[src/hdl/lcg_pkg.sv]
// shared constants, types and helper functions for the lcg string generator
package lcg_pkg;

  // generator constants
  localparam int unsigned DRAW_W  = 31;
  localparam logic [31:0] LCG_MOD = 32'd2147483647;
  localparam logic [31:0] LCG_MUL = 32'd1664525;
  localparam logic [31:0] LCG_INC = 32'd1013904223;
  localparam logic [DRAW_W-1:0] SEED_RESET = 31'd1;

  // string shape
  localparam int unsigned MIN_LENGTH    = 5;
  localparam int unsigned LENGTH_SPAN   = 6;
  localparam int unsigned MAX_CHARS     = 10;
  localparam int unsigned ALPHABET_SIZE = 62;
  localparam int unsigned LEN_W         = 4;
  localparam int unsigned CHAR_W        = 7;
  localparam int unsigned DIV_W         = 6;

  // request token queue
  localparam int unsigned QUEUE_DEPTH = 4;
  localparam int unsigned CNT_W       = $clog2(QUEUE_DEPTH + 1);

  // reciprocals for exact division of a 31-bit draw by a small constant
  localparam int unsigned SPAN_SHIFT  = $clog2(LENGTH_SPAN);
  localparam int unsigned ALPHA_SHIFT = $clog2(ALPHABET_SIZE);
  localparam logic [32:0] SPAN_RECIP  =
    33'(((64'd1 << (DRAW_W + SPAN_SHIFT)) + 64'(LENGTH_SPAN) - 64'd1) / 64'(LENGTH_SPAN));
  localparam logic [32:0] ALPHA_RECIP =
    33'(((64'd1 << (DRAW_W + ALPHA_SHIFT)) + 64'(ALPHABET_SIZE) - 64'd1) /
        64'(ALPHABET_SIZE));

  // alphabet boundaries
  localparam logic [DIV_W-1:0]  NUM_LOWER   = 6'd26;
  localparam logic [DIV_W-1:0]  NUM_LETTERS = 6'd52;
  localparam logic [CHAR_W-1:0] ASCII_LOW_A = 7'd97;
  localparam logic [CHAR_W-1:0] ASCII_UP_A  = 7'd65;
  localparam logic [CHAR_W-1:0] ASCII_ZERO  = 7'd48;

  typedef enum logic [1:0] {
    ST_IDLE,
    ST_LEN_WAIT,
    ST_CHARS
  } seq_state_e;

  // one draw moving through the reduction pipeline
  typedef struct packed {
    logic              valid;
    logic              is_len;
    logic              last;
    logic [LEN_W-1:0]  len;
    logic [DRAW_W-1:0] draw;
  } draw_item_t;

  // one step of s = (a*s + c) mod (2^31-1), folding the high part back in
  function automatic logic [DRAW_W-1:0] lcg_next(logic [DRAW_W-1:0] s);
    logic [52:0] prod;
    logic [31:0] fold;
    prod = 53'(s) * 53'(LCG_MUL) + 53'(LCG_INC);
    fold = 32'(prod[52:31]) + 32'(prod[30:0]);
    if (fold >= LCG_MOD) begin
      fold = fold - LCG_MOD;
    end
    return fold[DRAW_W-1:0];
  endfunction

  // alphabet index to ascii: lowercase, uppercase, digits
  function automatic logic [CHAR_W-1:0] alpha_char(logic [DIV_W-1:0] idx);
    logic [CHAR_W-1:0] code;
    if (idx < NUM_LOWER) begin
      code = ASCII_LOW_A + 7'(idx);
    end else if (idx < NUM_LETTERS) begin
      code = ASCII_UP_A + 7'(idx - NUM_LOWER);
    end else begin
      code = ASCII_ZERO + 7'(idx - NUM_LETTERS);
    end
    return code;
  endfunction

endpackage

[src/hdl/lcg_front.sv]
// request intake: drops empty requests and queues request tokens for the back end
module lcg_front (
  input  logic clk_i,
  input  logic rst_ni,
  input  logic in_valid_i,
  output logic in_stall_o,
  input  logic request_i,
  output logic tok_avail_o,
  input  logic pop_i
);

  logic [lcg_pkg::CNT_W-1:0] cnt_q, cnt_d;
  logic                      push;

  assign in_stall_o  = (cnt_q == lcg_pkg::CNT_W'(lcg_pkg::QUEUE_DEPTH));
  assign tok_avail_o = (cnt_q != '0);
  // a transfer with request low leaves no token
  assign push        = in_valid_i && !in_stall_o && request_i;

  always_comb begin
    cnt_d = cnt_q;
    if (push && !pop_i) begin
      cnt_d = cnt_q + 1'b1;
    end else if (!push && pop_i) begin
      cnt_d = cnt_q - 1'b1;
    end
  end

  always_ff @(posedge clk_i or negedge rst_ni) begin
    if (!rst_ni) begin
      cnt_q <= '0;
    end else begin
      cnt_q <= cnt_d;
    end
  end

  a_cnt_bound: assert property (@(posedge clk_i) disable iff (!rst_ni)
    cnt_q <= lcg_pkg::CNT_W'(lcg_pkg::QUEUE_DEPTH))
    else $error("request queue over depth");

  a_pop_nonempty: assert property (@(posedge clk_i) disable iff (!rst_ni)
    pop_i |-> (cnt_q != '0))
    else $error("pop from empty request queue");

endmodule

[config.mk]
export PLATFORM = sky130hd
export DESIGN_NAME = lcg_front
export DESIGN_NICKNAME = d
export VERILOG_FILES = /design/src/hdl/lcg_pkg.sv /design/src/hdl/lcg_front.sv
export SDC_FILE = /design/constraint.sdc
export NUM_CORES = 1
export LEC_CHECK = 0
export BUFFER_PORTS_ARGS = -buffer_cell sky130_fd_sc_hd__buf_2
export CELL_PAD_IN_SITES_DETAIL_PLACEMENT = 1
export CELL_PAD_IN_SITES_GLOBAL_PLACEMENT = 1
export CORE_AREA = 4 4 41 43
export DETAILED_ROUTE_END_ITERATION = 7
export DIE_AREA = 0 0 45 47
export PLACE_DENSITY = 0.47
export SLEW_MARGIN = 30
export SYNTH_ARGS = -nofsm -noshare
export SYNTH_HDL_FRONTEND = slang
export SYNTH_SLANG_ARGS = --single-unit
[constraint.sdc]
create_clock -name clk_i -period 2.1 [get_ports clk_i]
set_clock_uncertainty 0.05 [all_clocks]
set_input_delay 0.315 -clock clk_i [delete_from_list [all_inputs] [get_ports clk_i]]
set_output_delay 0.315 -clock clk_i [all_outputs]
set_load 0.01 [all_outputs]
* Yosys cells after proc, flatten, opt, wreduce, memory -nomap -nowiden
Index checks and enable logic that the tools add are counted.
Cells by class: equal/unequal tests 1, mux-type cells 2, reduce and logical (&&, ||, !) cells 9, add/sub/neg operators 2
Operators by type and width (number):
- $mux W3 | 2
- $logic_and A1 B1 Y1 | 4
- $add A3 B1 Y3 const B | 1
- $eq A3 B3 Y1 const B | 1
- $logic_not A1 Y1 | 3
- $reduce_bool A3 Y1 | 1
- $sub A3 B1 Y3 const B | 1
- $reduce_bool A2 Y1 | 1
Storage, ports and cells: bits in registers 3, output and inout port bits 2, word-level logic and storage cells 15

* Logic depth before layout (Yosys ltp)
Gate-level depths: netlist of the first run.
depth in word-level cells 8, gate-level depth with buffers 8, mapped depth without buffers 8

* Worst setup path before layout of the first run
Ideal clock, no wire load.
kind register to register, start point register cnt_q[0] (netlist bit), end point register cnt_q[1] (netlist bit), arrival 1824 ps, period minus slack after synthesis 1998 ps, required time 1925 ps, stages on the path, launching flop included 7, setup slack 102 ps, cells stage by stage dfrtp_1 > nor3b_1 > nor2_1 > ha_1 > inv_1 > fa_1 > mux2_2
RTL lines:
- from (decl) | RTL line lcg_front.sv:12 | logic [lcg_pkg::CNT_W-1:0] cnt_q, cnt_d;
- from (signal assigned) | RTL line lcg_front.sv:33 | cnt_q <= cnt_d;
- $eq A3 B3 Y1 | RTL line lcg_front.sv:15 | assign in_stall_o = (cnt_q == lcg_pkg::CNT_W'(lcg_pkg::QUEUE_DEPTH));
- via in_stall_o | RTL line lcg_front.sv:6 | output logic in_stall_o,
- $logic_not A1 Y1 | RTL line lcg_front.sv:18 | assign push = in_valid_i && !in_stall_o && request_i;
- $logic_and A1 B1 Y1 (2 in series) | RTL line lcg_front.sv:18
- $logic_and A1 B1 Y1 | RTL line lcg_front.sv:22 | if (push && !pop_i) begin
- $mux W3 | RTL line lcg_front.sv:22
- via cnt_d (one bit) | RTL line lcg_front.sv:12
The timed path passes the listed nets, and every way through them passes these cells. The select of a mux whose other input is x is not followed. A chain may end at the register's enable or synchronous reset.

* Final worst setup path of the first run
start point register cnt_q[0] (netlist bit), end point register cnt_q[1] (netlist bit)
RTL lines (RTL line):
- branches (longest 5 deep; another with $sub A3 B1 Y3)
- $mux W3 (*) | lcg_front.sv:22
- via cnt_d (one bit) | lcg_front.sv:12
Mark *: on every way through the listed nets, which the timed path passes. The select of a mux whose other input is x is not followed.

==> results.txt, run 1 <==
The number of failing setup endpoints in the final timing report is 0. The synthesized area is 177.7 um^2. The number of iterations in the first detailed-routing pass is 2. The die is 47 um tall. Yosys attributes the largest share of cell area to sky130_fd_sc_hd__dfrtp_1, sky130_fd_sc_hd__fa_1, sky130_fd_sc_hd__xor2_1, sky130_fd_sc_hd__ha_1, sky130_fd_sc_hd__mux2_2. The total count of max-transition violations in the final report is 0. The largest registers in the layout are cnt_q: 3 flops. The via count came out at 150. The final critical-path share of the clock period came out at 91.68%. The worst register-to-register path begins at cnt_q[0]$_DFFE_PN0P_. The endpoint required time on the critical path came out at 2.17 ns. The tree is rooted in a sky130_fd_sc_hd__clkbuf_4. The cell count after synthesis is 16.

The routability congestion estimate came out at 0.5674. The post-route cell area came out at 262.8 um^2. The count of antenna-violating nets left after detailed routing came out at 0. The width of the chip came out at 45 um. Cells with a size suffix above 1 make up 37.04% of the layout. TritonCTS built the clock tree.

The later-pin clock latency in the skew report is 0.23 ns. The remaining global-route overflow came out at 0. The clock passes through at most 2 buffers.

The total negative slack for setup checks is 0 ns. The worst setup path is launched from a flop. The register with the most flip-flops in the layout has 3 of them. The worst register-to-register path ends at cnt_q[1]$_DFFE_PN0P_. The hold violation count in the final report came to 0. The maximum number of pins on one net before global-route repair came out at 5. The worst setup path is captured at a flop. The number of global-route vias before repair is 173. The number of port buffers is 6. The post-synthesis to final-layout area growth came out at 47.89%. The register clock-pin slew on the reported worst setup and hold paths is 0.04 ns.

The routed wire length came out at 396 um. The measured slew at the worst slew-check pin is 0.2599 ns. The relative slew slack is 82.64%.

The largest total area in the synthesized netlist belongs to sky130_fd_sc_hd__dfrtp_1. The count of distinct cell types in the synthesized netlist is 11. After clock tree synthesis, the repair step resized 0 gates. The clock net sink count is 3. The synthesized flop and latch total is 3. The global-route usage over all layers is 5.630%. The first global-routing pass estimated 717 um of wire. The top register by number of flip-flops is cnt_q. The worst setup path is of the reg2reg kind. The mean instance size in the synthesized netlist came out at 11.10 um^2. The count of cells along the worst register-to-register path came out at 6. The leakage dissipation came out at 0.1251 nW.

The number of DRC violations after detailed-routing iteration 0 came out at 1. The worst hold path class is in2async. The mean routed wirelength per cell came out at 9.429 um. Setup repair after global routing left no endpoint under its margin. For this run, design rule violations remaining after detail routing come to 0. The die outline area is 2115 um^2. The peak fanout along the critical path is 4. The minimum setup slack among reg-to-reg paths came out at 0.17 ns. The number of nets in the layout is 35. The flow ran to the end, and the final reports show no timing, DRC or antenna violations. The starting density of the core is 13.65%. The site row count is 13. The initial antenna violation count came out at 0. Using the TritonRoute via totals, the vias-per-cell ratio works out to 3.571. The number of H-tree branching levels is 1. Summing the sequential cell areas from Yosys gives 42.25% of the chip area. The minimum period implied by the final worst setup slack came out at 1.925 ns. The total power density per cell area is 1362 nW/um^2. The total clock buffers created by CTS is 3. The arrival time at the worst endpoint is 1.99 ns. The largest vdd supply drop came out at 222.1 uV. The area of the core is 1301 um^2. In this run the cell area measured after placement is 226.5 um^2.

When the netlist entered floorplanning its net count stood at 23. The highest clock rate came out at 519.4 MHz. The number of buffers inserted to repair setup after CTS is 0. For this run, the number of Yosys warnings is 0. The fraction of post-synthesis cell area in the top cell type by area is 42.25%. The max capacitance violation total is 0. The I/O pin count came out at 7. The diode insertion count for antenna repair came out at 0.
synthesized netlist by cell type (all sizes together):
| cell | instances |
|---|---|
| xnor2 | 1 |
| or3 | 1 |
| inv | 2 |
| nand2 | 1 |
| xor2 | 2 |
| ha | 1 |
| mux2 | 1 |
| nor2 | 2 |
| fa | 1 |
| nor3b | 1 |
| dfrtp | 3 |
per-stage QoR:
step	power, mW	instances	hold slack [ns]	util, %	setup WS, ns
final	0.3580	42	0.3532	20.19	0.1748
after global routing	0.3996	42	0.3513	20.19	0.02057
after CTS	0.3703	42	0.3460	20.19	0.1527
after detailed placement	0.2604	37	0.06230	17.40	0.1621
after global placement	0.2461	37	0.06351	17.40	0.1966
after floorplan	0.2118	16	-0.03059	-	0.1015
kinds of logic (layout without fill, tap and decap cells):
logic type,Yosys count,in the layout,share of synthesized area (%)
fa+ha+maj,2,2,18.31
simple gates,5,5,14.09
mux,1,1,6.338
flops,3,3,42.25
buf+inv,2,13,4.227
xor+xnor,3,3,14.79
worst max-delay path by stage:
stage | start | to | slack (ns) | cells after the start
6_report | cnt_q[0]$_DFFE_PN0P_ | cnt_q[1]$_DFFE_PN0P_ | 0.17 | 6
5_1_grt | cnt_q[0]$_DFFE_PN0P_ | cnt_q[1]$_DFFE_PN0P_ | 0.02 | 6
4_1_cts | cnt_q[0]$_DFFE_PN0P_ | cnt_q[1]$_DFFE_PN0P_ | 0.15 | 6
3_5_place_dp | cnt_q[0]$_DFFE_PN0P_ | cnt_q[1]$_DFFE_PN0P_ | 0.16 | 6
3_3_place_gp | cnt_q[0]$_DFFE_PN0P_ | cnt_q[1]$_DFFE_PN0P_ | 0.20 | 6
2_1_floorplan | cnt_q[0]$_DFFE_PN0P_ | cnt_q[1]$_DFFE_PN0P_ | 0.10 | 6
area by class of cell:
class                   count  area [um^2]
flip-flops and latches      3        75.07
repair buffers              7        40.04
fillers                   164         1039
clock buffers               4        26.28
inverters                   2        7.507
well taps                  15        18.77
multi-input cells          11        95.09
worst max-delay path, stage by stage (launching register included):
cell and delay (ns):
sky130_fd_sc_hd__dfrtp_1 0.42, sky130_fd_sc_hd__nor3b_1 0.29, sky130_fd_sc_hd__nor2_1 0.09, sky130_fd_sc_hd__ha_1 0.21, sky130_fd_sc_hd__inv_1 0.07, sky130_fd_sc_hd__fa_1 0.41
sky130_fd_sc_hd__mux2_2 0.27
metal layers:
metal	GRT usage (%)	wire length (um)
met1	4.598	170
met2	7.627	154
met3	4.598	50
met4	7.018	21
met5	0	0
power breakdown:
group	switching, mW	internal (mW)
combinational	0.0564	0.0733
clock	0.0317	0.0713
sequential	0.0350	0.0901
total	0.123	0.235
cells in the final DEF (no fill, tap or decap):
master | Yosys | final
sky130_fd_sc_hd__buf_2 | 0 | 6
sky130_fd_sc_hd__clkbuf_4 | 0 | 3
sky130_fd_sc_hd__dfrtp_1 | 3 | 3
sky130_fd_sc_hd__nor2_1 | 2 | 2
sky130_fd_sc_hd__inv_1 | 2 | 2
sky130_fd_sc_hd__xor2_1 | 2 | 2
sky130_fd_sc_hd__nor3b_1 | 1 | 1
sky130_fd_sc_hd__nand2_1 | 1 | 1
sky130_fd_sc_hd__or3_1 | 1 | 1
sky130_fd_sc_hd__xnor2_1 | 1 | 1
sky130_fd_sc_hd__mux2_2 | 1 | 1
sky130_fd_sc_hd__fa_1 | 1 | 1
sky130_fd_sc_hd__ha_1 | 1 | 1
sky130_fd_sc_hd__clkbuf_1 | 0 | 1
sky130_fd_sc_hd__dlygate4sd3_1 | 0 | 1
timing repair:
item / in CTS / in global routing
hold buffers: 1 / 0
hold endpoints to repair: 3 / 0
setup endpoints to repair: 0 / 0
No activity file was read; power rests on OpenSTA's default activity.
==> inputs of run 2 (changes only) <==
--- a/config.mk
+++ b/config.mk
@@ -5,13 +5,15 @@
 export SDC_FILE = /design/constraint.sdc
 export NUM_CORES = 1
 export LEC_CHECK = 0
+export ABC_AREA = 1
 export BUFFER_PORTS_ARGS = -buffer_cell sky130_fd_sc_hd__buf_2
 export CELL_PAD_IN_SITES_DETAIL_PLACEMENT = 1
 export CELL_PAD_IN_SITES_GLOBAL_PLACEMENT = 1
 export CORE_AREA = 4 4 41 43
 export DETAILED_ROUTE_END_ITERATION = 7
 export DIE_AREA = 0 0 45 47
-export PLACE_DENSITY = 0.47
+export PLACE_DENSITY = 0.51
+export SETUP_SLACK_MARGIN = 0.4
 export SLEW_MARGIN = 30
 export SYNTH_ARGS = -nofsm -noshare
 export SYNTH_HDL_FRONTEND = slang
==> results.txt, run 2 <==
The run finished with clean final reports. The start-to-end type of the worst setup path is reg2reg. The remaining global-route overflow was 0 (unchanged). The cell count after synthesis is 25 (+9). The post-synthesis to final-layout area growth came out at 67.72%. CTS placed an instance of sky130_fd_sc_hd__clkbuf_4 at the clock tree root.

TritonCTS built the clock tree. The top cell types in the final layout, fill and taps aside, are sky130_fd_sc_hd__nand2_1, sky130_fd_sc_hd__buf_2, sky130_fd_sc_hd__buf_4, sky130_fd_sc_hd__inv_1, sky130_fd_sc_hd__clkbuf_4. The number of design rule violations left after detail routing came out at 0 (unchanged).

The starting density of the core is 15.19% (+1.5 points). The number of nets in the layout was 48 (+37%). The largest registers in the layout are cnt_q: 3 flops. The utilization after layout came to 25.48% (+5.3 points).

The portion of the post-synthesis area used by sequential elements is 37.97% (-4.3 points). The total negative slack for setup checks is 0 ns (unchanged). The highest clock rate came to 613.8 MHz (+18%). The via count came out at 199 (+33%).

The global-route usage over all layers came out at 5.771% (+0.14 points). The largest vdd supply drop is 594.2 uV (+170%). The cell area reported after detailed placement is 252.7 um^2 (+12%). The final critical-path share of the clock period is 77.58% (-14 points). The I/O pin count came to 7 (unchanged). The leakage dissipation came out at 0.1685 nW (+35%). The count of antenna-violating nets left after detailed routing came out at 0 (unchanged). The first-pass GRT wire length is 779 um (+8.6%). The number of failing setup endpoints in the final timing report came to 0 (unchanged).

The site row count was 13 (unchanged). The most common cell in the synthesized netlist is sky130_fd_sc_hd__nand2_1. The vertical die dimension came out at 47 um (unchanged). The total clock buffers created by CTS came out at 3 (unchanged). The hold violation count in the final report is 0 (unchanged). The number of buffers on the longest clock path is 2 (unchanged). The clock net sink count is 3 (unchanged). The measured slew at the worst slew-check pin was 0.1498 ns (-0.1101 ns). The fraction of registers with async set or reset after synthesis came to 100.0% (unchanged).

The minimum period implied by the final worst setup slack is 1.629 ns (-0.2961 ns). The arrival time at the worst endpoint came out at 1.69 ns (-0.30 ns). The mean routed wirelength per cell came out at 8.873 um (-5.9%). The net count after synthesis is 32 (+39%). Ranked by total cell area, the synthesized netlist is headed by sky130_fd_sc_hd__dfrtp_1, sky130_fd_sc_hd__nand2_1, sky130_fd_sc_hd__fa_1, sky130_fd_sc_hd__inv_1, sky130_fd_sc_hd__ha_1. sky130_fd_sc_hd__dfrtp_1 takes more of the synthesized area than any other cell.

The total count of max-transition violations in the final report came out at 0 (unchanged). The number of iterations in the first detailed-routing pass is 1 (-1). The post-route cell area came out at 331.6 um^2 (+26%).

The number of synthesized flops with an enable pin came out at 0 (unchanged). Setup repair after global routing could not meet its margin everywhere. The maximum number of pins on one net before global-route repair came out at 5 (unchanged).

The mean instance size in the synthesized netlist is 7.908 um^2 (-29%). The register clock-pin slew on the reported worst setup and hold paths is 0.03 ns (about the same). STA classifies the critical path startpoint as a flop. The die outline area is 2115 um^2 (unchanged). The diode insertion count for antenna repair is 0 (unchanged).

The most used flip-flop cell after synthesis is sky130_fd_sc_hd__dfrtp_1. The synthesized area was 197.7 um^2 (+11%). Leaving out fill and tap cells, the most frequent cell in the layout is sky130_fd_sc_hd__nand2_1. The number of DRC violations after detailed-routing iteration 0 came to 0 (-1). The peak fanout along the critical path is 4 (unchanged). The number of H-tree branching levels is 1 (unchanged).

The fraction of layout cells with a size suffix above 1 was 55.00% (+18 points). The endpoint type of the worst setup path is a flop. The width of the chip came out at 45 um (unchanged). The path class of the tightest hold or removal check is in2async. The synthesized flop and latch total was 3 (unchanged).

The number of port buffers is 6 (unchanged). The area of the core came out at 1301 um^2 (unchanged). The ratio of routed vias to standard cells came out at 3.618 (+1.3%).

The count of distinct cell types in the synthesized netlist is 10 (-1). The routed wire length came out at 488 um (+23%). The tightest hold margin came out at 0.3522 ns (-0.0009220 ns).

The fraction of post-synthesis cell area in the top cell type by area came out at 37.97% (-4.3 points). The initial antenna violation count came out at 0 (unchanged). The number of global-route vias before repair is 214 (+24%). The max capacitance violation total came out at 0 (unchanged).

The total power density per cell area came out at 1423 nW/um^2 (+4.4%). The endpoint required time on the critical path is 2.16 ns (about the same). The number of flip-flops in the largest register came out at 3 (unchanged).

The later-pin clock latency in the skew report was 0.23 ns (about the same). Sorting the synthesized cells by how often they occur yields sky130_fd_sc_hd__nand2_1, sky130_fd_sc_hd__inv_1, sky130_fd_sc_hd__dfrtp_1. The register with the most flip-flops in the final layout is cnt_q. The relative slew slack came to 89.98% (+7.3 points). The post-DP HPWL is 397.8 um. The routability congestion estimate is 0.7139 (+26%). The yosys synthesis warning count came out at 0 (unchanged).
run 2: cell count changes in the layout (fill, tap and decap cells not counted), moves of 2 or more:
cell	previous run	this run
sky130_fd_sc_hd__nand2_1	1	8
sky130_fd_sc_hd__dfrtp_1	3	1
sky130_fd_sc_hd__dfrtp_2	0	2
sky130_fd_sc_hd__inv_2	0	2
sky130_fd_sc_hd__xor2_1	2	0
sky130_fd_sc_hd__buf_4	0	4
run 2: stage by stage:
stage | power (mW) | instances | worst slack (ns)
finish | 0.4717 | 55 | 0.4708
global route | 0.5227 | 55 | 0.3899
detailed placement | 0.3017 | 46 | 0.3390
floorplan | 0.2438 | 25 | 0.4287
global placement | 0.2866 | 46 | 0.4054
CTS | 0.4316 | 52 | 0.4030
run 2: critical path: stages, from the launching register on:
cell and delay (ns):
sky130_fd_sc_hd__dfrtp_2 0.43, sky130_fd_sc_hd__nor3_4 0.18, sky130_fd_sc_hd__nor2_2 0.05, sky130_fd_sc_hd__ha_2 0.19
sky130_fd_sc_hd__inv_2 0.07, sky130_fd_sc_hd__fa_2 0.43, sky130_fd_sc_hd__nand2_1 0.08, sky130_fd_sc_hd__nand2_1 0.05
run 2: metal layers:
| metal | share of wire, % | global-route usage (%) | vias to the layer above |
|---|---|---|---|
| met5 | 0 | 0 | - |
| met2 | 55 | 9.605 | 6 |
| met4 | 0 | 8.772 | 0 |
| met3 | 10 | 1.916 | 0 |
| met1 | 35 | 4.328 | 89 |
| li1 | - | - | 104 |
run 2: cell type report:
cell class	instances	area, um^2
fill	168	969.7
multi-input combinational	17	120.1
sequential	3	77.57
timing repair buffer	11	70.07
clock buffer	4	26.28
inverter	5	18.77
tap	15	18.77
run 2: logic make-up (layout without fill, tap and decap cells):
kind of cell	after synthesis	after routing	synth area share (%)
adders and majority gates	2	2	16.46
and+or+nand+nor	14	14	31.65
buffers and inverters	5	20	9.495
DFF	3	3	37.97
xor gates and xnor gates	1	1	4.431
run 2: timing repair:
action / 4_1_cts / 5_1_grt
setup buffers: 1 / 3
hold endpoints to repair: 3 / 0
resized for setup: 3 / 5
hold buffers: 1 / 0
pin swaps: 0 / 2
setup endpoints to repair: 2 / 2
run 2: worst paths after layout:
| path | startpoint | endpoint | slack, ns | depth (start not counted) |
|---|---|---|---|---|
| worst max-delay path | cnt_q[1]$_DFFE_PN0P_ | cnt_q[1]$_DFFE_PN0P_ | 0.47 | 7 |
| worst min-delay path | rst_ni | cnt_q[2]$_DFFE_PN0P_ | 0.35 | 2 |
| worst max register to register | cnt_q[1]$_DFFE_PN0P_ | cnt_q[1]$_DFFE_PN0P_ | 0.47 | 7 |
| worst min register to register | cnt_q[2]$_DFFE_PN0P_ | cnt_q[2]$_DFFE_PN0P_ | 0.44 | 2 |
| max in group asynchronous | rst_ni | cnt_q[0]$_DFFE_PN0P_ | 1.53 | 2 |
| min in group clk_i | cnt_q[2]$_DFFE_PN0P_ | cnt_q[2]$_DFFE_PN0P_ | 0.44 | 2 |
run 2: report_power, final:
| group | total (mW) | switching [mW] | internal (mW) | leakage, nW |
|---|---|---|---|---|
| clock | 0.0983 | 0.0273 | 0.0710 | 0.0150 |
| combinational | 0.244 | 0.116 | 0.128 | 0.120 |
| sequential | 0.129 | 0.0367 | 0.0926 | 0.0338 |
